### config.mk
export PLATFORM = sky130hd
export DESIGN_NAME = spmq_cmdq
export DESIGN_NICKNAME = d
export VERILOG_FILES = /design/src/design/spmq_pkg.sv /design/src/design/spmq_cmdq.sv
export SDC_FILE = /design/constraint.sdc
export NUM_CORES = 1
export LEC_CHECK = 0
export BUFFER_PORTS_ARGS = -buffer_cell sky130_fd_sc_hd__buf_2
export CAP_MARGIN = 15
export CORE_MARGIN = 1
export CORE_UTILIZATION = 42
export DETAILED_ROUTE_END_ITERATION = 16
export MAX_ROUTING_LAYER = met4
export PLACE_DENSITY = 0.78
export SLEW_MARGIN = 20
export SYNTH_ARGS = -nofsm -noshare
export SYNTH_HDL_FRONTEND = slang
export SYNTH_SLANG_ARGS = --single-unit
export TNS_END_PERCENT = 20
### constraint.sdc
create_clock -name clk -period 3.5 [get_ports clk]
set_input_delay 0.525 -clock clk [delete_from_list [all_inputs] [get_ports clk]]
set_output_delay 0.525 -clock clk [all_outputs]
set_load 0.005 [all_outputs]
### src/design/spmq_pkg.sv
// ----------------------------------------------------------------------------
// spmq_pkg
// Shared types and constants of the strict priority message queue.
// ----------------------------------------------------------------------------
package spmq_pkg;

  localparam int NUM_LEVELS = 4;
  localparam int DEPTH      = 64;
  localparam int DATA_WIDTH = 32;

  localparam int OP_W      = 1;
  localparam int PRI_W     = 3;
  localparam int PAYLOAD_W = 32;
  localparam int STATUS_W  = 2;
  localparam int COUNT_W   = 7;

  localparam int LVL_W   = (NUM_LEVELS > 1) ? $clog2(NUM_LEVELS) : 1;
  localparam int IDX_W   = (DEPTH > 1) ? $clog2(DEPTH) : 1;
  localparam int OCC_W   = $clog2(DEPTH + 1);
  localparam int CMP_W   = (OCC_W > COUNT_W) ? OCC_W : COUNT_W;
  localparam int ENTRIES = NUM_LEVELS * DEPTH;
  localparam int ADDR_W  = $clog2(ENTRIES);

  localparam int CQ_DEPTH = 2;
  localparam int CQ_PTR_W = (CQ_DEPTH > 1) ? $clog2(CQ_DEPTH) : 1;
  localparam int CQ_CNT_W = $clog2(CQ_DEPTH + 1);

  localparam logic [OP_W-1:0] OP_ENQ = 1'b0;
  localparam logic [OP_W-1:0] OP_DEQ = 1'b1;

  typedef enum logic [STATUS_W-1:0] {
    ST_OK     = 2'd0,
    ST_FULL   = 2'd1,
    ST_BADPRI = 2'd2,
    ST_EMPTY  = 2'd3
  } status_t;

  typedef enum logic [1:0] {
    CMD_NONE  = 2'd0,
    CMD_WRITE = 2'd1,
    CMD_READ  = 2'd2
  } cmd_kind_t;

  typedef struct packed {
    cmd_kind_t             kind;
    logic [ADDR_W-1:0]     addr;
    logic [DATA_WIDTH-1:0] data;
    status_t               status;
    logic [PRI_W-1:0]      level;
    logic [COUNT_W-1:0]    count;
  } cmd_t;

endpackage

### src/design/spmq_cmdq.sv
// ----------------------------------------------------------------------------
// spmq_cmdq
// Short command queue between the front and back parts.
// ----------------------------------------------------------------------------
module spmq_cmdq (
  input  logic           clk,
  input  logic           rst_n,
  input  logic           push,
  input  spmq_pkg::cmd_t push_cmd,
  output logic           full,
  input  logic           pop,
  output logic           pop_valid,
  output spmq_pkg::cmd_t pop_cmd
);

  spmq_pkg::cmd_t                 slot_r [spmq_pkg::CQ_DEPTH];
  logic [spmq_pkg::CQ_PTR_W-1:0]  wr_ptr_r, wr_ptr_nxt;
  logic [spmq_pkg::CQ_PTR_W-1:0]  rd_ptr_r, rd_ptr_nxt;
  logic [spmq_pkg::CQ_CNT_W-1:0]  cnt_r, cnt_nxt;
  logic                           do_push;
  logic                           do_pop;

  assign full      = (cnt_r == spmq_pkg::CQ_CNT_W'(spmq_pkg::CQ_DEPTH));
  assign pop_valid = (cnt_r != '0);
  assign pop_cmd   = slot_r[rd_ptr_r];
  assign do_push   = push && !full;
  assign do_pop    = pop && pop_valid;

  always_comb begin
    wr_ptr_nxt = wr_ptr_r;
    rd_ptr_nxt = rd_ptr_r;
    cnt_nxt    = cnt_r;
    if (do_push) begin
      wr_ptr_nxt = (wr_ptr_r == spmq_pkg::CQ_PTR_W'(spmq_pkg::CQ_DEPTH - 1)) ?
                   '0 : wr_ptr_r + spmq_pkg::CQ_PTR_W'(1);
    end
    if (do_pop) begin
      rd_ptr_nxt = (rd_ptr_r == spmq_pkg::CQ_PTR_W'(spmq_pkg::CQ_DEPTH - 1)) ?
                   '0 : rd_ptr_r + spmq_pkg::CQ_PTR_W'(1);
    end
    if (do_push && !do_pop) begin
      cnt_nxt = cnt_r + spmq_pkg::CQ_CNT_W'(1);
    end else if (do_pop && !do_push) begin
      cnt_nxt = cnt_r - spmq_pkg::CQ_CNT_W'(1);
    end
  end

  always_ff @(posedge clk) begin
    if (do_push) begin
      slot_r[wr_ptr_r] <= push_cmd;
    end
  end

  always_ff @(posedge clk) begin
    if (!rst_n) begin
      wr_ptr_r <= '0;
      rd_ptr_r <= '0;
      cnt_r    <= '0;
    end else begin
      wr_ptr_r <= wr_ptr_nxt;
      rd_ptr_r <= rd_ptr_nxt;
      cnt_r    <= cnt_nxt;
    end
  end

endmodule

==> key figures <==
Outcome
  – Status: finished clean

Detailed routing
  – Vias: 2166
  – Final wirelength: 6910 um
  – Routed Antenna Nets: 0
  – Remaining DRCs: 0
  – Via-to-Cell Ratio: 4.69
  – Initial DRC count: 92
  – Post-DR wirelength/cell: 15.0 um
  – First-pass DRT Iterations: 4

Timing
  – Final Cycle Share: 70.1%
  – Final Skew: 5.68 ps
  – Maximum clock frequency: 407 MHz
  – # setup viols final: 0
  – Max_slew headroom: 50.6%
  – Final min period: 2450 ps
  – Worst-Margin Slew: 741 ps
  – Hold Slack: 224 ps
  – Final hold vios: 0
  – RSZ-0062 raised after global routing: no
  – Final setup TNS: 0 ps
  – Max-slew violations: 0

CTS
  – Post-cts gate resize count: 0
  – CTS root buf: clkbuf_8
  – Htree depth: 4
  – CTS Sinks: 113
  – CTS tree: done
  – Number of post-CTS setup repair buffers: 0
  – CTS Buffer Depth: 2
  – Worst-Skew Late Latency: 480 ps
  – CTS buffer count: 17
  – CTS Hold Bufs: 0
  – CTS clk-pin slew, worst paths: 50 ps

Pwr
  – Combinational share of power: 19.7%
  – Pint: 3.20 mW
  – P per Cell Area: 775 nW/um^2
  – Clk network pwr share: 38.4%
  – P_sw: 0.996 mW
  – Leakage: 2.04 nW
  – Sequential share of power: 41.9%
  – Max VDD drop: 602 uV
  – Net Sw Frac: 23.8%

Critical path
  – Startpoint Class: flip-flop
  – Slowest cell on crit path: buf_4
  – Crit path kind: flip-flop to primary output
  – Worst path cell trace: buf_4 -> mux2_2 -> buf_2
  – Worst r2r src: cnt_r[0]$_SDFFE_PN0P_
  – RR Endpoint: slot_r[0][16]$_DFFE_PP_
  – CP Max Fanout: 54
  – Crit path capture type: primary output
  – Critical path arrival: 1930 ps
  – WP data required: 2970 ps
  – Reg2Reg Depth: 4
  – Crit path largest cell delay: 560 ps
  – Reg-to-reg setup timing slack: 1680 ps

Logic synthesis
  – Mapped Area: 4130 sq um
  – Number of distinct library cells after synthesis: 22
  – Syn nets: 252
  – Post-Syn Area per Cell: 21.4 sq um
  – Synth warn: 0
  – Register area share after synthesis: 80.9%
  – Gate Count Post-Synth: 193
  – Yosys reg bits: 113

Floorplan
  – Die Area: 10200 sq um
  – Std-Cell Rows: 35
  – # IOs: 114
  – Core footprint: 9370 sq um
  – Initial Util: 44.1%
  – Die height: 101 um
  – Die outline width: 101 um

Cells and area
  – # diodes: 0
  – Area Growth Syn to Fin: 30.9%
  – # nets final: 381
  – FILL cells: 749
  – Post-route cell area: 5410 sq um
  – Util after Layout: 57.7%
  – Share of layout cells above drive strength 1: 60.7%
  – Non-Filler Instances: 462

Run
  – Total of max-cap violations: 0

Min path
  – Hold Startpoint: push_cmd[15]
  – Hold crit path type: primary input to flip-flop
  – Hold path cells: 1
  – Hold endpoint: slot_r[1][15]$_DFFE_PP_

GRT
  – Initial antenna violation count: 0
  – First-pass GRT wire length: 10700 um
  – GRT Total Usage: 14.8%
  – Vias in the first global route: 2264
  – GR Overflow Total: 0
  – Largest net degree at the start of global routing: 55

Placement
  – Placed cell areas: 4850 sq um
  – DP Wirelength: 4290 um
  – Port buffer count: 113
  – Dpl cells: 432
  – GPL Wtd Cong: 0.651
[metal layers]
layer	global-route usage, %	routed length (um)
met1	15.6	2760
met2	25.3	3750
met3	5.45	354
met4	5.69	46
met5	-	0
[logic make-up (layout without fill, tap and decap cells)]
logic type	after synthesis	count (layout)	synth area share, %
buf+inv	8	148	1.21
compound gates	5	5	0.788
xor+xnor	3	3	0.636
mux	54	54	14.7
fa+ha+maj	1	1	0.303
simple gates	9	9	1.39
flops	113	113	80.9
[final cells by class]
cell class                      count  area [sq um]  area share [%]
Clock buffer                       18           418            7.73
Clock inverter                     12           144            2.66
Inverter                            2          7.51           0.139
Multi-Input combinational cell     72           744            13.8
Sequential cell                   113          3340            61.8
Tap cell                          129           161            2.98
Timing Repair Buffer              116           588            10.9
[sequential cells by signal, indices dropped and copies added (netlist names), named ones only]
signal and count:
cnt_r 2, slot_r 108, wr_ptr_r 1, rd_ptr_r 1
[synthesized netlist by cell type (all sizes together)]
library cell,instances,share of area [%]
and2,3,0.45
xor2,1,0.21
a21boi,2,0.36
xnor2,2,0.42
inv,2,0.18
mux2,54,15
dfxtp,5,2.4
o21a,1,0.18
buf,6,1.0
nand2b,1,0.15
nor3,1,0.24
or2,1,0.15
ha,1,0.30
edfxtp,108,79
o21ai,2,0.24
and3,1,0.15
nor2,1,0.091
or3,1,0.15
[worst max-delay path, delay by kind of cell, from the launching register on]
family	cells	cell delay, ps
mux	1	420
buf+inv	2	690
flops	1	310
[worst max path at each step]
stage	startpoint	end	slack [ps]	cells after the start
global placement	flip-flop	pop_cmd[39]	1530	3
detailed placement	flip-flop	pop_cmd[39]	1520	3
finish	flip-flop	pop_cmd[29]	1050	3
CTS	flip-flop	pop_cmd[39]	1000	3
floorplan	push	slot_r[0][0]$_DFFE_PP_	310	2
global route	flip-flop	pop_cmd[29]	900	3
[through the flow]
step           power [mW]  setup slack, ps
6_report             4.19             1050
5_1_grt              4.40              903
4_1_cts              4.25             1000
3_5_place_dp         2.63             1520
3_3_place_gp         2.60             1530
2_1_floorplan        2.30              308
[power groups by stage]
| stage | Sequential [mW] | Combinational [mW] | Clock, mW |
|---|---|---|---|
| detailed placement | 1.78 | 0.844 | 0 |
| global route | 1.77 | 0.913 | 1.71 |
| floorplan | 1.77 | 0.525 | 0 |
| finish | 1.76 | 0.827 | 1.61 |
| global placement | 1.77 | 0.828 | 0 |
| CTS | 1.76 | 0.847 | 1.65 |
[layout by cell type (no fill, tap or decap)]
cell type / n
a21boi_0: 1
a21boi_1: 1
and2_1: 3
and3_2: 1
buf_2: 113
buf_4: 3
bufinv_16: 3
clkbuf_1: 1
clkbuf_16: 16
clkbuf_8: 1
clkinv_1: 2
clkinv_2: 3
clkinv_4: 1
clkinvlp_4: 3
dfxtp_1: 4
dfxtp_2: 1
edfxtp_1: 108
ha_1: 1
inv_1: 1
inv_2: 1
mux2_2: 54
nand2b_1: 1
nor2_1: 1
nor3_4: 1
o21a_1: 1
o21ai_0: 1
o21ai_1: 1
or2_2: 1
or3_1: 1
xnor2_1: 2
xor2_1: 1
(Power assumes the default switching activity.)
