--- config.mk ---
export PLATFORM = sky130hd
export DESIGN_NAME = spmq_front
export DESIGN_NICKNAME = d
export VERILOG_FILES = /design/src/design/spmq_pkg.sv /design/src/design/spmq_front.sv
export SDC_FILE = /design/constraint.sdc
export NUM_CORES = 1
export LEC_CHECK = 0
export ABC_AREA = 1
export BUFFER_PORTS_ARGS = -buffer_cell sky130_fd_sc_hd__clkbuf_2
export CORE_ASPECT_RATIO = 0.5
export CORE_MARGIN = 5
export CORE_UTILIZATION = 40
export CTS_BUF_LIST = sky130_fd_sc_hd__clkbuf_8
export CTS_CLUSTER_DIAMETER = 30
export DETAILED_ROUTE_END_ITERATION = 16
export GPL_TIMING_DRIVEN = 0
export PLACE_DENSITY = 0.59
export SLEW_MARGIN = 10
export SYNTH_ARGS = -nofsm -noshare
export SYNTH_HDL_FRONTEND = slang
export SYNTH_SLANG_ARGS = --single-unit
--- constraint.sdc ---
create_clock -name clk -period 2.7 [get_ports clk]
set_input_delay 0 -clock clk [delete_from_list [all_inputs] [get_ports clk]]
set_output_delay 0 -clock clk [all_outputs]
set_load 0.02 [all_outputs]
--- src/design/spmq_pkg.sv ---
// ----------------------------------------------------------------------------
// spmq_pkg
// Shared types and constants of the strict priority message queue.
// ----------------------------------------------------------------------------
package spmq_pkg;

  localparam int NUM_LEVELS = 4;
  localparam int DEPTH      = 64;
  localparam int DATA_WIDTH = 32;

  localparam int OP_W      = 1;
  localparam int PRI_W     = 3;
  localparam int PAYLOAD_W = 32;
  localparam int STATUS_W  = 2;
  localparam int COUNT_W   = 7;

  localparam int LVL_W   = (NUM_LEVELS > 1) ? $clog2(NUM_LEVELS) : 1;
  localparam int IDX_W   = (DEPTH > 1) ? $clog2(DEPTH) : 1;
  localparam int OCC_W   = $clog2(DEPTH + 1);
  localparam int CMP_W   = (OCC_W > COUNT_W) ? OCC_W : COUNT_W;
  localparam int ENTRIES = NUM_LEVELS * DEPTH;
  localparam int ADDR_W  = $clog2(ENTRIES);

  localparam int CQ_DEPTH = 2;
  localparam int CQ_PTR_W = (CQ_DEPTH > 1) ? $clog2(CQ_DEPTH) : 1;
  localparam int CQ_CNT_W = $clog2(CQ_DEPTH + 1);

  localparam logic [OP_W-1:0] OP_ENQ = 1'b0;
  localparam logic [OP_W-1:0] OP_DEQ = 1'b1;

  typedef enum logic [STATUS_W-1:0] {
    ST_OK     = 2'd0,
    ST_FULL   = 2'd1,
    ST_BADPRI = 2'd2,
    ST_EMPTY  = 2'd3
  } status_t;

  typedef enum logic [1:0] {
    CMD_NONE  = 2'd0,
    CMD_WRITE = 2'd1,
    CMD_READ  = 2'd2
  } cmd_kind_t;

  typedef struct packed {
    cmd_kind_t             kind;
    logic [ADDR_W-1:0]     addr;
    logic [DATA_WIDTH-1:0] data;
    status_t               status;
    logic [PRI_W-1:0]      level;
    logic [COUNT_W-1:0]    count;
  } cmd_t;

endpackage

--- src/design/spmq_front.sv ---
// ----------------------------------------------------------------------------
// spmq_front
// Accepts transactions, checks priority and capacity, keeps per-level ring
// pointers and counts, and issues one storage command per transaction.
// ----------------------------------------------------------------------------
module spmq_front (
  input  logic                             clk,
  input  logic                             rst_n,
  input  logic                             cfg_we,
  input  logic [spmq_pkg::COUNT_W-1:0]     cfg_data,
  input  logic                             in_valid,
  output logic                             in_stall,
  input  logic [spmq_pkg::OP_W-1:0]        in_operation,
  input  logic [spmq_pkg::PRI_W-1:0]       in_priority_req,
  input  logic [spmq_pkg::PAYLOAD_W-1:0]   in_payload,
  input  logic                             cq_full,
  output logic                             cq_push,
  output spmq_pkg::cmd_t                   cq_cmd
);

  logic [spmq_pkg::COUNT_W-1:0] cap_r;
  logic [spmq_pkg::OCC_W-1:0]   occ_r, occ_nxt;
  logic [spmq_pkg::IDX_W-1:0]   head_r [spmq_pkg::NUM_LEVELS];
  logic [spmq_pkg::IDX_W-1:0]   tail_r [spmq_pkg::NUM_LEVELS];
  logic [spmq_pkg::OCC_W-1:0]   lcnt_r [spmq_pkg::NUM_LEVELS];
  logic [spmq_pkg::IDX_W-1:0]   head_nxt [spmq_pkg::NUM_LEVELS];
  logic [spmq_pkg::IDX_W-1:0]   tail_nxt [spmq_pkg::NUM_LEVELS];
  logic [spmq_pkg::OCC_W-1:0]   lcnt_nxt [spmq_pkg::NUM_LEVELS];

  logic                         accept;
  logic                         bad_pri;
  logic                         is_full;
  logic                         found;
  logic [spmq_pkg::LVL_W-1:0]   sel;
  logic [spmq_pkg::LVL_W-1:0]   pri_lvl;
  logic [spmq_pkg::IDX_W-1:0]   tail_sel;
  logic [spmq_pkg::IDX_W-1:0]   head_sel;
  logic                         enq_ok;
  logic                         deq_ok;

  function automatic logic [spmq_pkg::IDX_W-1:0] ring_next(
    input logic [spmq_pkg::IDX_W-1:0] p
  );
    if (p == spmq_pkg::IDX_W'(spmq_pkg::DEPTH - 1)) begin
      return '0;
    end
    return p + spmq_pkg::IDX_W'(1);
  endfunction

  assign in_stall = cq_full;
  assign accept   = in_valid && !cq_full;
  assign pri_lvl  = spmq_pkg::LVL_W'(in_priority_req);

  always_comb begin
    bad_pri = {1'b0, in_priority_req} >= (spmq_pkg::PRI_W + 1)'(spmq_pkg::NUM_LEVELS);
    is_full = (spmq_pkg::CMP_W'(occ_r) >= spmq_pkg::CMP_W'(spmq_pkg::DEPTH)) ||
              ((cap_r != '0) && (spmq_pkg::CMP_W'(occ_r) >= spmq_pkg::CMP_W'(cap_r)));

    found    = 1'b0;
    sel      = '0;
    tail_sel = '0;
    head_sel = '0;
    for (int lv = 0; lv < spmq_pkg::NUM_LEVELS; lv++) begin
      if (!found && (lcnt_r[lv] != '0)) begin
        found    = 1'b1;
        sel      = spmq_pkg::LVL_W'(lv);
        head_sel = head_r[lv];
      end
      if (pri_lvl == spmq_pkg::LVL_W'(lv)) begin
        tail_sel = tail_r[lv];
      end
    end

    enq_ok = accept && (in_operation == spmq_pkg::OP_ENQ) && !bad_pri && !is_full;
    deq_ok = accept && (in_operation == spmq_pkg::OP_DEQ) && found;

    for (int lv = 0; lv < spmq_pkg::NUM_LEVELS; lv++) begin
      head_nxt[lv] = head_r[lv];
      tail_nxt[lv] = tail_r[lv];
      lcnt_nxt[lv] = lcnt_r[lv];
      if (enq_ok && (pri_lvl == spmq_pkg::LVL_W'(lv))) begin
        tail_nxt[lv] = ring_next(tail_r[lv]);
        lcnt_nxt[lv] = lcnt_r[lv] + spmq_pkg::OCC_W'(1);
      end
      if (deq_ok && (sel == spmq_pkg::LVL_W'(lv))) begin
        head_nxt[lv] = ring_next(head_r[lv]);
        lcnt_nxt[lv] = lcnt_r[lv] - spmq_pkg::OCC_W'(1);
      end
    end

    occ_nxt = occ_r;
    if (enq_ok) begin
      occ_nxt = occ_r + spmq_pkg::OCC_W'(1);
    end else if (deq_ok) begin
      occ_nxt = occ_r - spmq_pkg::OCC_W'(1);
    end

    cq_cmd        = '0;
    cq_cmd.kind   = spmq_pkg::CMD_NONE;
    cq_cmd.data   = spmq_pkg::DATA_WIDTH'(in_payload);
    cq_cmd.count  = spmq_pkg::COUNT_W'(occ_nxt);
    cq_cmd.status = spmq_pkg::ST_OK;
    if (in_operation == spmq_pkg::OP_ENQ) begin
      cq_cmd.addr = spmq_pkg::ADDR_W'(int'(pri_lvl) * spmq_pkg::DEPTH) +
                    spmq_pkg::ADDR_W'(tail_sel);
      if (bad_pri) begin
        cq_cmd.status = spmq_pkg::ST_BADPRI;
      end else if (is_full) begin
        cq_cmd.status = spmq_pkg::ST_FULL;
      end else begin
        cq_cmd.kind = spmq_pkg::CMD_WRITE;
      end
    end else begin
      cq_cmd.addr = spmq_pkg::ADDR_W'(int'(sel) * spmq_pkg::DEPTH) +
                    spmq_pkg::ADDR_W'(head_sel);
      if (found) begin
        cq_cmd.kind  = spmq_pkg::CMD_READ;
        cq_cmd.level = spmq_pkg::PRI_W'(sel);
      end else begin
        cq_cmd.status = spmq_pkg::ST_EMPTY;
      end
    end
  end

  assign cq_push = accept;

  always_ff @(posedge clk) begin
    if (!rst_n) begin
      cap_r <= '0;
      occ_r <= '0;
      for (int lv = 0; lv < spmq_pkg::NUM_LEVELS; lv++) begin
        head_r[lv] <= '0;
        tail_r[lv] <= '0;
        lcnt_r[lv] <= '0;
      end
    end else begin
      if (cfg_we) begin
        cap_r <= cfg_data;
      end
      occ_r <= occ_nxt;
      for (int lv = 0; lv < spmq_pkg::NUM_LEVELS; lv++) begin
        head_r[lv] <= head_nxt[lv];
        tail_r[lv] <= tail_nxt[lv];
        lcnt_r[lv] <= lcnt_nxt[lv];
      end
    end
  end

endmodule

==> results of run 1 <==
==> power by group through the flow <==
| stage | clock network, mW | registers, mW | logic (mW) |
|---|---|---|---|
| after floorplan | 0 | 1.42 | 0.662 |
| after global placement | 0 | 1.43 | 0.876 |
| after detailed placement | 0 | 1.43 | 0.888 |
| after CTS | 1.07 | 1.40 | 0.918 |
| after global routing | 1.14 | 1.41 | 1.05 |
| final | 1.05 | 1.40 | 0.954 |
==> layout make-up <==
cell class                      instances  share of cell area (%)
Clock inverter                          7                    1.30
Multi-Input combinational cell        628                    49.7
Clock buffer                            9                    1.71
Sequential cell                        90                    24.9
Inverter                              127                    6.80
Tap cell                              204                    3.53
Buffer                                 48                    4.47
Timing Repair Buffer                   93                    7.58
==> how the worst max path moves through the flow <==
stage	cells after the start	slack, ns	to	from
2_1_floorplan	18	0.34	lcnt_r[2][6]	lcnt_r[1][0]
3_3_place_gp	18	-0.06	lcnt_r[2][6]	lcnt_r[0][0]
3_5_place_dp	18	-0.1	lcnt_r[2][6]	lcnt_r[1][0]
4_1_cts	18	-0.02	lcnt_r[2][6]	lcnt_r[0][0]
5_1_grt	16	-0.05	lcnt_r[0][5]	lcnt_r[0][0]
6_report	18	0.13	lcnt_r[2][6]	lcnt_r[0][0]
==> stage by stage <==
stage               power (mW)  setup WS [ns]  cells  setup TNS [ns]
finish                    3.40          0.133   1206               0
CTS                       3.39        -0.0173   1195         -0.0173
detailed placement        2.32        -0.0994   1166          -0.218
global route              3.59        -0.0483   1206         -0.0885
global placement          2.31        -0.0622   1166          -0.101
floorplan                 2.08          0.340    893               0
==> cell usage after synthesis (4+ instances only) <==
master and count:
clkbuf_1 12, dfxtp_1 90, nor2_1 88, nand3_1 49
nor2_4 6, buf_4 34, nand2_2 8, o21ai_0 62
xnor2_1 8, ha_1 38, nand2_1 161, o21ai_1 9
nand4_1 12, a21oi_1 91, o221ai_1 6, nor3_1 25
fa_1 4, inv_2 9, xor2_1 29, inv_1 116
==> metal layers <==
metal  track usage, %  share of wire, %  routed length, um
met1             23.2                48               7660
met2             29.6                44               7120
met3             3.31               6.6               1060
met4             4.28               1.4                225
met5                0                 0                  0
==> state kept, by name (all words and copies together) (netlist names) <==
| name | count |
|---|---|
| tail_r | 24 |
| head_r | 24 |
| lcnt_r | 28 |
| occ_r | 7 |
| cap_r | 7 |
==> timing repair <==
action / CTS / global route
resized for setup: 2 / 14
pin swaps: 2 / 5
endpoints found under the hold margin: 7 / 0
setup endpoints to repair: 4 / 10
hold buffers: 9 / 0
setup buffers: 4 / 11
==> worst min-delay path, delay by kind of cell <==
| kind | cells | cell delay, ns |
|---|---|---|
| buffers and inverters | 2 | 0.17 |
| AO/OA/AOI/OAI | 2 | 0.19 |
==> cells by family after synthesis <==
group           after synthesis  share of synthesized area [%]
compound gates              179                           15.3
xor+xnor                     37                           5.26
fa+ha+maj                    42                           9.02
buf+inv                     175                           13.0
flops                        90                           29.3
other cells                   1                         0.0609
simple gates                369                           28.1
==> impl_metrics.json, run 1 <==
{
  "final_common_cell": "nand2_1",
  "grt_pass1_wl_um": 26100,
  "grt_max_degree": 16,
  "clock_skew_ns": 0.0140,
  "wl_um": 16100,
  "switching_share_pct": 34.3,
  "grt_overflow_total": 0,
  "syn_nets": 983,
  "drtPass1Iterations": 5,
  "clkTransAtPathRegs_ns": 0.10,
  "report.final.slew_viol_count": 0,
  "rsz0062_at_grt": "true",
  "grt_antenna_before_repair": 0,
  "initial_core_util_pct": 40.4,
  "cts_max_path_buffers": 2,
  "endpoint_kind": "flop",
  "path_cells": "nor2_1, nand2_1, nor2_4, nand2_4, nor2_4, inv_2, nor2_4, inv_2, fa_1, inv_1, nand3_1, nand3_1, inv_1, nor2_1, nand2_1, nand3_1, nand2_1, nor2_1",
  "p_comb_share_pct": 28.0,
  "power_per_cell_area_nw_per_um2": 471,
  "cpLargestDelayFamily": "simple AND/OR/NAND/NOR gates",
  "post-synth-top-area-cell": "dfxtp_1",
  "hold_violations": 0,
  "crit_fanout": 6,
  "p_leak_nw": 3.38,
  "regArea_sq_um": 1800,
  "n_fill_cell": 1559,
  "viasPerCell": 4.95,
  "cp_num_buf_inv": 4,
  "ys.flop_type": "dfxtp_1",
  "postSynthCellCount": 893,
  "worstPathRequired_ns": 3.02,
  "clk_latency_ns": 0.38,
  "h-tree-depth": 3,
  "ys_ff_latch": 90,
  "io_pins": 104,
  "hpwl_um": 12200,
  "drive_gt1_share_pct": 18.0,
  "drc": 0,
  "clock-sinks": 90,
  "ys_types": 43,
  "whs_endpoint": "cap_r[3]",
  "core-area_sq_um": 15300,
  "reg2reg_from": "lcnt_r[0][0]",
  "num_vias": 5973,
  "maxCapViolCount": 0,
  "cts_inserted_buffers": 9,
  "final_cell_mix": "nand2_1 (161), inv_1 (117), dfxtp_1 (89), a21oi_1 (88), nor2_1 (87)",
  "ir_drop_mv": 0.246,
  "slew_headroom_pct": 44.2,
  "die_area_sq_um": 18100,
  "synth_edf_count": 0,
  "layout.nets": 1087,
  "max_freq_mhz": 390,
  "cp_slowest_cell": "fa_1",
  "dpl_cell_area_sq_um": 6760,
  "post-route-period-util_pct": 95.1,
  "track_usage_pct": 17.5,
  "fin_hold_ws_ns": 0.0338,
  "drt_iter0_drc": 343,
  "tightest_slew_ns": 0.838,
  "hp-class": "input pin to flop",
  "ys_seq_area_share_pct": 29.3,
  "num_rows": 32,
  "routedWlPerCell_um": 13.3,
  "cp_data_arrival_time_ns": 2.89,
  "ant_nets": 0,
  "num_antenna_cells": 0,
  "async_flop_share_pct": 0,
  "multi_input_area_sq_um": 3590,
  "synth_top_cell_area_share_pct": 29.3,
  "avgSynthCellArea_sq_um": 6.89,
  "worstHoldStart": "cfg_we",
  "postLayoutCoreUtil_pct": 47.4,
  "critPathKind": "flop to flop",
  "power_frac_clock_pct": 30.8,
  "p_int_mw": 2.24,
  "r2r_cells": 18,
  "design_area_sq_um": 7230,
  "seqPwrFrac_pct": 41.2,
  "gp_congestion": 0.896,
  "areaGrowthSynthToFinish_pct": 17.4,
  "fin_crit_ns": 2.57,
  "ctsRootBufferMaster": "clkbuf_8",
  "die_w_um": 185,
  "holdPathStages": 4,
  "synth_top_cells_by_area": "dfxtp_1 (29%), nand2_1 (9.8%), ha_1 (7.7%), a21oi_1 (7.4%), inv_1 (7.1%)",
  "grt_pass1_vias": 5616,
  "p_sw_mw": 1.17,
  "rrSetupSlack_ns": 0.13,
  "die_y_um": 97.7,
  "cts_tree": "built",
  "cpPeakStageDelay_ns": 0.41,
  "yosysWarningCount": 0,
  "netlist_area_sq_um": 6160,
  "final-setup-viol-count": 0,
  "worstSetupStartpointType": "flop",
  "portBuffers": 69,
  "r2r_end": "lcnt_r[2][6]",
  "status": "finished, final reports clean"
}
(Power assumes the default switching activity.)
==> run 2: changes to the inputs <==
--- a/config.mk
+++ b/config.mk
@@ -7,14 +7,16 @@
 export LEC_CHECK = 0
 export ABC_AREA = 1
 export BUFFER_PORTS_ARGS = -buffer_cell sky130_fd_sc_hd__clkbuf_2
+export CELL_PAD_IN_SITES_DETAIL_PLACEMENT = 1
+export CELL_PAD_IN_SITES_GLOBAL_PLACEMENT = 2
 export CORE_ASPECT_RATIO = 0.5
 export CORE_MARGIN = 5
-export CORE_UTILIZATION = 40
+export CORE_UTILIZATION = 32
 export CTS_BUF_LIST = sky130_fd_sc_hd__clkbuf_8
 export CTS_CLUSTER_DIAMETER = 30
 export DETAILED_ROUTE_END_ITERATION = 16
 export GPL_TIMING_DRIVEN = 0
-export PLACE_DENSITY = 0.59
+export PLACE_DENSITY = 0.81
 export SLEW_MARGIN = 10
 export SYNTH_ARGS = -nofsm -noshare
 export SYNTH_HDL_FRONTEND = slang
==> run 2 against run 1 <==
First-iteration DRC count decreased by 26%; global-route usage decreased by 0.71 points; largest cell class unchanged; sequential cell count unchanged; wire length increased by 18%; critical path depth increased by 1; total power decreased by 4.2%; sequential share of layout area decreased by 0.41 points; register-to-register slack improved by 0.05 ns; via count increased by 0.84%; cell count increased by 5.1%; non-clock buffer count increased by 6.
==> impl_metrics.json, run 2 (synthesis gave the netlist of run 1 again) <==
{
  "crit_path_start": "lcnt_r[0][2]",
  "p_sw_mw": 1.18,
  "hpwl_um": 14600,
  "drt_iter0_drc": 254,
  "r2r_end": "lcnt_r[2][6]",
  "post-place-cells": 1221,
  "stdcell_count": 1267,
  "crit_end": "lcnt_r[2][6]",
  "final_cell_mix": "nand2_1 (161), inv_1 (118), a21oi_1 (88), dfxtp_1 (86), nor2_1 (85)",
  "power_per_cell_area_nw_per_um2": 443,
  "final-setup-viol-count": 0,
  "post-route-period-util_pct": 93.2,
  "rsz0062_at_grt": "true",
  "rrSetupSlack_ns": 0.18,
  "hp-class": "input pin to flop",
  "largest-register": "lcnt_r",
  "routedWlPerCell_um": 14.9,
  "seqPwrFrac_pct": 43.1,
  "reg.largest.list": "lcnt_r x28, head_r x24, tail_r x24",
  "ant_nets": 0,
  "clock_skew_ns": 0.0145,
  "num_vias": 6023,
  "power_frac_clock_pct": 26.3,
  "fin_crit_ns": 2.52,
  "die_w_um": 206,
  "routed-wl-met2_um": 8900,
  "grt_max_degree": 15,
  "portBuffers": 69,
  "drc": 0,
  "critPathKind": "flop to flop",
  "viasPerCell": 4.75,
  "wl_um": 18900,
  "cts_max_path_buffers": 2,
  "hold_violations": 0,
  "drive_gt1_share_pct": 19.5,
  "clk_latency_ns": 0.37,
  "switching_share_pct": 36.2,
  "cp_data_arrival_time_ns": 2.78,
  "die_area_sq_um": 22300,
  "num_antenna_cells": 0,
  "track_usage_pct": 16.8,
  "max_freq_mhz": 397,
  "ctsRootBufferMaster": "clkbuf_8",
  "grt_overflow_total": 0,
  "h-tree-depth": 3,
  "design_area_sq_um": 7360,
  "wl_met1_um": 8980,
  "finalPower_mw": 3.26,
  "num_rows": 35,
  "p_comb_share_pct": 30.6,
  "crit_fanout": 6,
  "worstPathRequired_ns": 2.96,
  "core-area_sq_um": 18700,
  "grt_antenna_before_repair": 0,
  "slew_headroom_pct": 45.2,
  "layout.nets": 1093,
  "p_int_mw": 2.08,
  "drtPass1Iterations": 5,
  "wl_met3_um": 847,
  "clock-sinks": 90,
  "status": "finished, final reports clean",
  "worstSetupStartpointType": "flop",
  "ir_drop_mv": 0.223,
  "gp_congestion": 0.816,
  "largest_register_ffs": 28,
  "areaGrowthSynthToFinish_pct": 19.6,
  "reg2reg_from": "lcnt_r[0][2]",
  "cts_inserted_buffers": 9,
  "fin_hold_ws_ns": 0.0298,
  "die_y_um": 108,
  "io_pins": 104,
  "grt_pass1_wl_um": 30200,
  "maxCapViolCount": 0,
  "report.final.slew_viol_count": 0,
  "dpl_cell_area_sq_um": 6830,
  "cts_tree": "built",
  "r2r_cells": 19,
  "endpoint_kind": "flop",
  "tightest_slew_ns": 0.822,
  "initial_core_util_pct": 33.0,
  "final_common_cell": "nand2_1",
  "clkTransAtPathRegs_ns": 0.10,
  "grt_pass1_vias": 6098,
  "top_layer_used": "met4",
  "p_leak_nw": 3.39
}
[run 2: changes by cell type in the layout (fill, tap and decap cells not counted), sizes merged]
cell	previous run	this run
buf	51	58
clkinvlp	1	3
dlygate4sd3	9	8
clkinv	3	2
bufinv	2	0
clkbuf	90	91
[run 2: per-layer routing]
metal  global-route usage (%)  vias to the layer above
met3                     3.36                        9
met5                        0                        -
met4                     3.08                        0
met2                     29.1                       82
li1                         -                     3109
met1                     22.1                     2823
[run 2: through the flow]
stage / util [%] / setup WS, ns / setup TNS (ns)
detailed placement: 36.6 / -0.188 / -0.612
global route: 39.5 / -0.0317 / -0.0423
finish: 39.5 / 0.182 / 0
CTS: 38.3 / -0.0232 / -0.0232
floorplan: - / 0.340 / 0
global placement: 36.6 / -0.125 / -0.277
[run 2: worst min path at each step]
stage	start	endpoint	slack (ns)	cells after the start
6_report	cfg_we	cap_r[3]	0.03	4
5_1_grt	cfg_we	cap_r[3]	0.06	4
4_1_cts	cfg_we	cap_r[3]	0.02	4
3_5_place_dp	in_payload[16]	cq_cmd[28]	0.23	2
3_3_place_gp	in_payload[4]	cq_cmd[16]	0.23	2
2_1_floorplan	in_payload[0]	cq_cmd[12]	0.11	1
[run 2: power groups by stage]
| stage | Sequential (mW) | Clock, mW | Combinational, mW |
|---|---|---|---|
| floorplan | 1.42 | 0 | 0.662 |
| global placement | 1.43 | 0 | 0.897 |
| detailed placement | 1.43 | 0 | 0.915 |
| CTS | 1.40 | 0.895 | 0.970 |
| global route | 1.41 | 0.960 | 1.10 |
| finish | 1.40 | 0.857 | 0.998 |
[run 2: repair_timing]
action,4_1_cts,5_1_grt
gates resized for setup,2,31
hold endpoints to repair,7,0
endpoints found under the setup margin,6,29
pin swaps,3,9
hold buffers,8,0
buffers inserted,8,14
[run 2: layout make-up]
cell class / count / area, sq um
fill: 2443 / 11300
buffer: 48 / 323
sequential: 90 / 1810
tap: 259 / 324
inverter: 127 / 494
clock buffer: 10 / 138
timing repair buffer: 99 / 591
clock inverter: 6 / 35.0
multi-input combinational: 628 / 3650
[run 2: worst max-delay path, cell delays in order, from the launching register on]
cell and delay (ns):
dfxtp_1 0.34, nor2_1 0.13, nand2_1 0.10, nor2_4 0.20, nand2_4 0.09, nor2_4 0.17
inv_4 0.08, nor2_4 0.18, buf_4 0.15, ha_1 0.26, nand2_1 0.08, nand2_1 0.07
nand2_1 0.08, nand3_2 0.10, inv_1 0.10, nor2_1 0.05, nand2_1 0.06, nand3_1 0.06
nand2_1 0.06, nor2_1 0.05
==> run 3: changes to the inputs <==
--- a/config.mk
+++ b/config.mk
@@ -5,18 +5,17 @@
 export SDC_FILE = /design/constraint.sdc
 export NUM_CORES = 1
 export LEC_CHECK = 0
-export ABC_AREA = 1
 export BUFFER_PORTS_ARGS = -buffer_cell sky130_fd_sc_hd__clkbuf_2
 export CELL_PAD_IN_SITES_DETAIL_PLACEMENT = 1
 export CELL_PAD_IN_SITES_GLOBAL_PLACEMENT = 2
 export CORE_ASPECT_RATIO = 0.5
 export CORE_MARGIN = 5
-export CORE_UTILIZATION = 32
+export CORE_UTILIZATION = 35
 export CTS_BUF_LIST = sky130_fd_sc_hd__clkbuf_8
 export CTS_CLUSTER_DIAMETER = 30
 export DETAILED_ROUTE_END_ITERATION = 16
 export GPL_TIMING_DRIVEN = 0
-export PLACE_DENSITY = 0.81
+export PLACE_DENSITY = 0.82
 export SLEW_MARGIN = 10
 export SYNTH_ARGS = -nofsm -noshare
 export SYNTH_HDL_FRONTEND = slang
==> run 3 against run 2 <==
The flow now finishes with violations (setup timing); critical path depth is 7 lower; register-to-register slack worse by 0.66 ns; cell area is 5.8% higher; global-route usage is 2.3 points higher; critical path type unchanged; critical endpoint is now lcnt_r[3][6]; largest cell class unchanged.
==> impl_metrics.json, run 3 <==
{
  "p_leak_nw": 3.20,
  "holdPathStages": 3,
  "cts_inserted_buffers": 9,
  "power_per_cell_area_nw_per_um2": 417,
  "grt_overflow_total": 0,
  "avgSynthCellArea_sq_um": 8.27,
  "post-place-cells": 1040,
  "io_pins": 104,
  "cts_max_path_buffers": 2,
  "routedWlPerCell_um": 18.4,
  "post-synth-top-area-cell": "dfxtp_1",
  "drt_iter0_drc": 315,
  "worstSetupStartpointType": "flop",
  "synth_edf_count": 0,
  "fin_hold_ws_ns": 0.0453,
  "fin_ws_ns": -0.476,
  "largest_register_ffs": 28,
  "clkTransAtPathRegs_ns": 0.11,
  "slew_headroom_pct": 45.6,
  "core-area_sq_um": 17200,
  "ys_types": 72,
  "track_usage_pct": 19.2,
  "worstHoldStart": "rst_n",
  "drive_gt1_share_pct": 29.7,
  "final_common_cell": "dfxtp_1",
  "reg2reg_from": "lcnt_r[1][3]",
  "clock-sinks": 90,
  "post-route-period-util_pct": 118,
  "report.final.slew_viol_count": 0,
  "num_rows": 34,
  "num_antenna_cells": 0,
  "r2r_end": "lcnt_r[3][6]",
  "maxCapViolCount": 0,
  "syn_nets": 827,
  "die_y_um": 103,
  "h-tree-depth": 3,
  "clk_latency_ns": 0.37,
  "initial_core_util_pct": 35.4,
  "crit_fanout": 4,
  "final-setup-viol-count": 18,
  "layout.nets": 960,
  "n_fill_cell": 2068,
  "ant_nets": 0,
  "grt_antenna_before_repair": 0,
  "rsz0062_at_grt": "true",
  "synth_top_cell_area_share_pct": 29.6,
  "synthMostInstantiatedCell": "dfxtp_1",
  "grt_max_degree": 16,
  "ys.flop_type": "dfxtp_1",
  "cp_data_arrival_time_ns": 3.43,
  "hold_violations": 0,
  "cts_tree": "built",
  "ys_ff_latch": 90,
  "portBuffers": 69,
  "clock_skew_ns": 0.0142,
  "final_cell_mix": "dfxtp_1 (82), nand2_1 (77), buf_4 (77), clkbuf_2 (69), nor2_1 (56)",
  "reg.largest.list": "lcnt_r x28, head_r x24, tail_r x24",
  "die_area_sq_um": 20300,
  "postSynthCellCount": 737,
  "grt_pass1_vias": 5983,
  "die_w_um": 197,
  "rrSetupSlack_ns": -0.48,
  "ctsRootBufferMaster": "clkbuf_8",
  "gp_congestion": 0.848,
  "worstPathRequired_ns": 2.95,
  "ys_seq_area_share_pct": 29.6,
  "hp-class": "input pin to flop",
  "r2r_cells": 12,
  "fin_crit_ns": 3.18,
  "stdcell_count": 1109,
  "largest-register": "lcnt_r",
  "whs_endpoint": "occ_r[2]",
  "drtPass1Iterations": 5,
  "ir_drop_mv": 0.197,
  "status": "finished, violations left",
  "netlist_area_sq_um": 6090,
  "endpoint_kind": "flop",
  "hpwl_um": 14600,
  "yosysWarningCount": 0,
  "areaGrowthSynthToFinish_pct": 27.8,
  "synth_top_cells_by_area": "dfxtp_1 (30%), ha_1 (7.8%), nand2_1 (4.9%), a21oi_1 (4.8%), buf_4 (4.3%)",
  "grt_pass1_wl_um": 31200,
  "async_flop_share_pct": 0,
  "postLayoutCoreUtil_pct": 45.2,
  "wl_um": 20400,
  "synth_commonest_cells": "dfxtp_1 (90), nand2_1 (79), a21oi_1 (58), nor2_1 (57), ha_1 (38)",
  "num_vias": 6032,
  "viasPerCell": 5.44,
  "max_freq_mhz": 315,
  "tightest_slew_ns": 0.816,
  "drc": 0,
  "violations": "setup timing",
  "critPathKind": "flop to flop"
}
## run 3: changes by cell type after synthesis, moves of 11 or more
cell / before / now
a21oi_1: 91 / 58
inv_1: 116 / 29
mux2i_1: 0 / 21
nand2_1: 161 / 79
nand3_1: 49 / 33
nor2_1: 88 / 57
nor2b_1: 0 / 11
o21ai_0: 62 / 34
or3_1: 0 / 15
xor2_1: 29 / 11
## run 3: worst max path at each step
stage                       startpoint            to  slack, ns  cells past startpoint
after CTS                 lcnt_r[1][3]  lcnt_r[3][6]      -0.46                     12
final                     lcnt_r[1][3]  lcnt_r[3][6]      -0.48                     12
after global placement    lcnt_r[1][3]  lcnt_r[2][6]      -0.73                     13
after floorplan           lcnt_r[1][5]  lcnt_r[3][6]      -0.21                     11
after detailed placement  lcnt_r[1][3]  lcnt_r[2][6]      -0.85                     13
after global routing      lcnt_r[1][3]  lcnt_r[3][6]      -0.64                     12
## run 3: final cells by class
type                    instances  area [sq um]  share of cell area (%)
plain buffers                  61           407                    5.22
well taps                     234           293                    3.76
inverters                      30           133                    1.70
multi-input cells             555          4120                    53.0
clock inverters                 6          66.3                   0.852
clock buffers                  10           138                    1.77
repair buffers                123           808                    10.4
flip-flops and latches         90          1820                    23.4
## run 3: per-stage QoR
stage	total power, mW	area [sq um]	setup WS [ns]	setup TNS (ns)
after floorplan	1.88	6190	-0.211	-0.641
after global placement	2.10	6830	-0.732	-6.15
after detailed placement	2.11	6830	-0.846	-8.37
after CTS	3.21	7500	-0.459	-2.96
after global routing	3.39	7790	-0.642	-7.28
final	3.24	7790	-0.476	-3.45
## run 3: cell families after synthesis
group,Yosys count,synth area share (%)
and+or+nand+nor,279,23.6
AOI/OAI and AO/OA,178,19.9
DFF,90,29.6
xor gates and xnor gates,28,4.03
muxes,27,5.67
other,1,0.0616
adders and majority gates,42,9.12
buffers and inverters,92,8.03
## run 3: report_power, final
group	internal [mW]	switching, mW	leakage (nW)
Sequential	1.35	0.0309	0.731
Clock	0.456	0.550	0.100
Combinational	0.340	0.514	2.36
Total	2.15	1.10	3.20
## run 3: repair_timing
item / CTS / global route
setup buffers: 30 / 15
hold buffers: 7 / 0
gates cloned: 0 / 2
hold endpoints to repair: 7 / 0
setup endpoints to repair: 53 / 54
gates resized for setup: 38 / 50
pin swaps: 19 / 20
## run 3: layer usage
layer	vias to the layer above	track usage [%]	share of wire [%]
met5	-	0	0
met4	0	4.37	1.4
li1	2906	-	-
met3	26	3.33	5.2
met2	132	34.1	48
met1	2968	24.8	45
## run 3: critical path: stages (launching register included)
cell	delay (ns)
dfxtp_2	0.37
nor4_4	0.38
nand4_4	0.22
buf_12	0.18
or4_4	0.55
buf_8	0.16
fa_2	0.38
nor2b_4	0.15
o31ai_4	0.09
a21oi_2	0.16
nor3_1	0.07
a211oi_1	0.20
o311ai_1	0.14
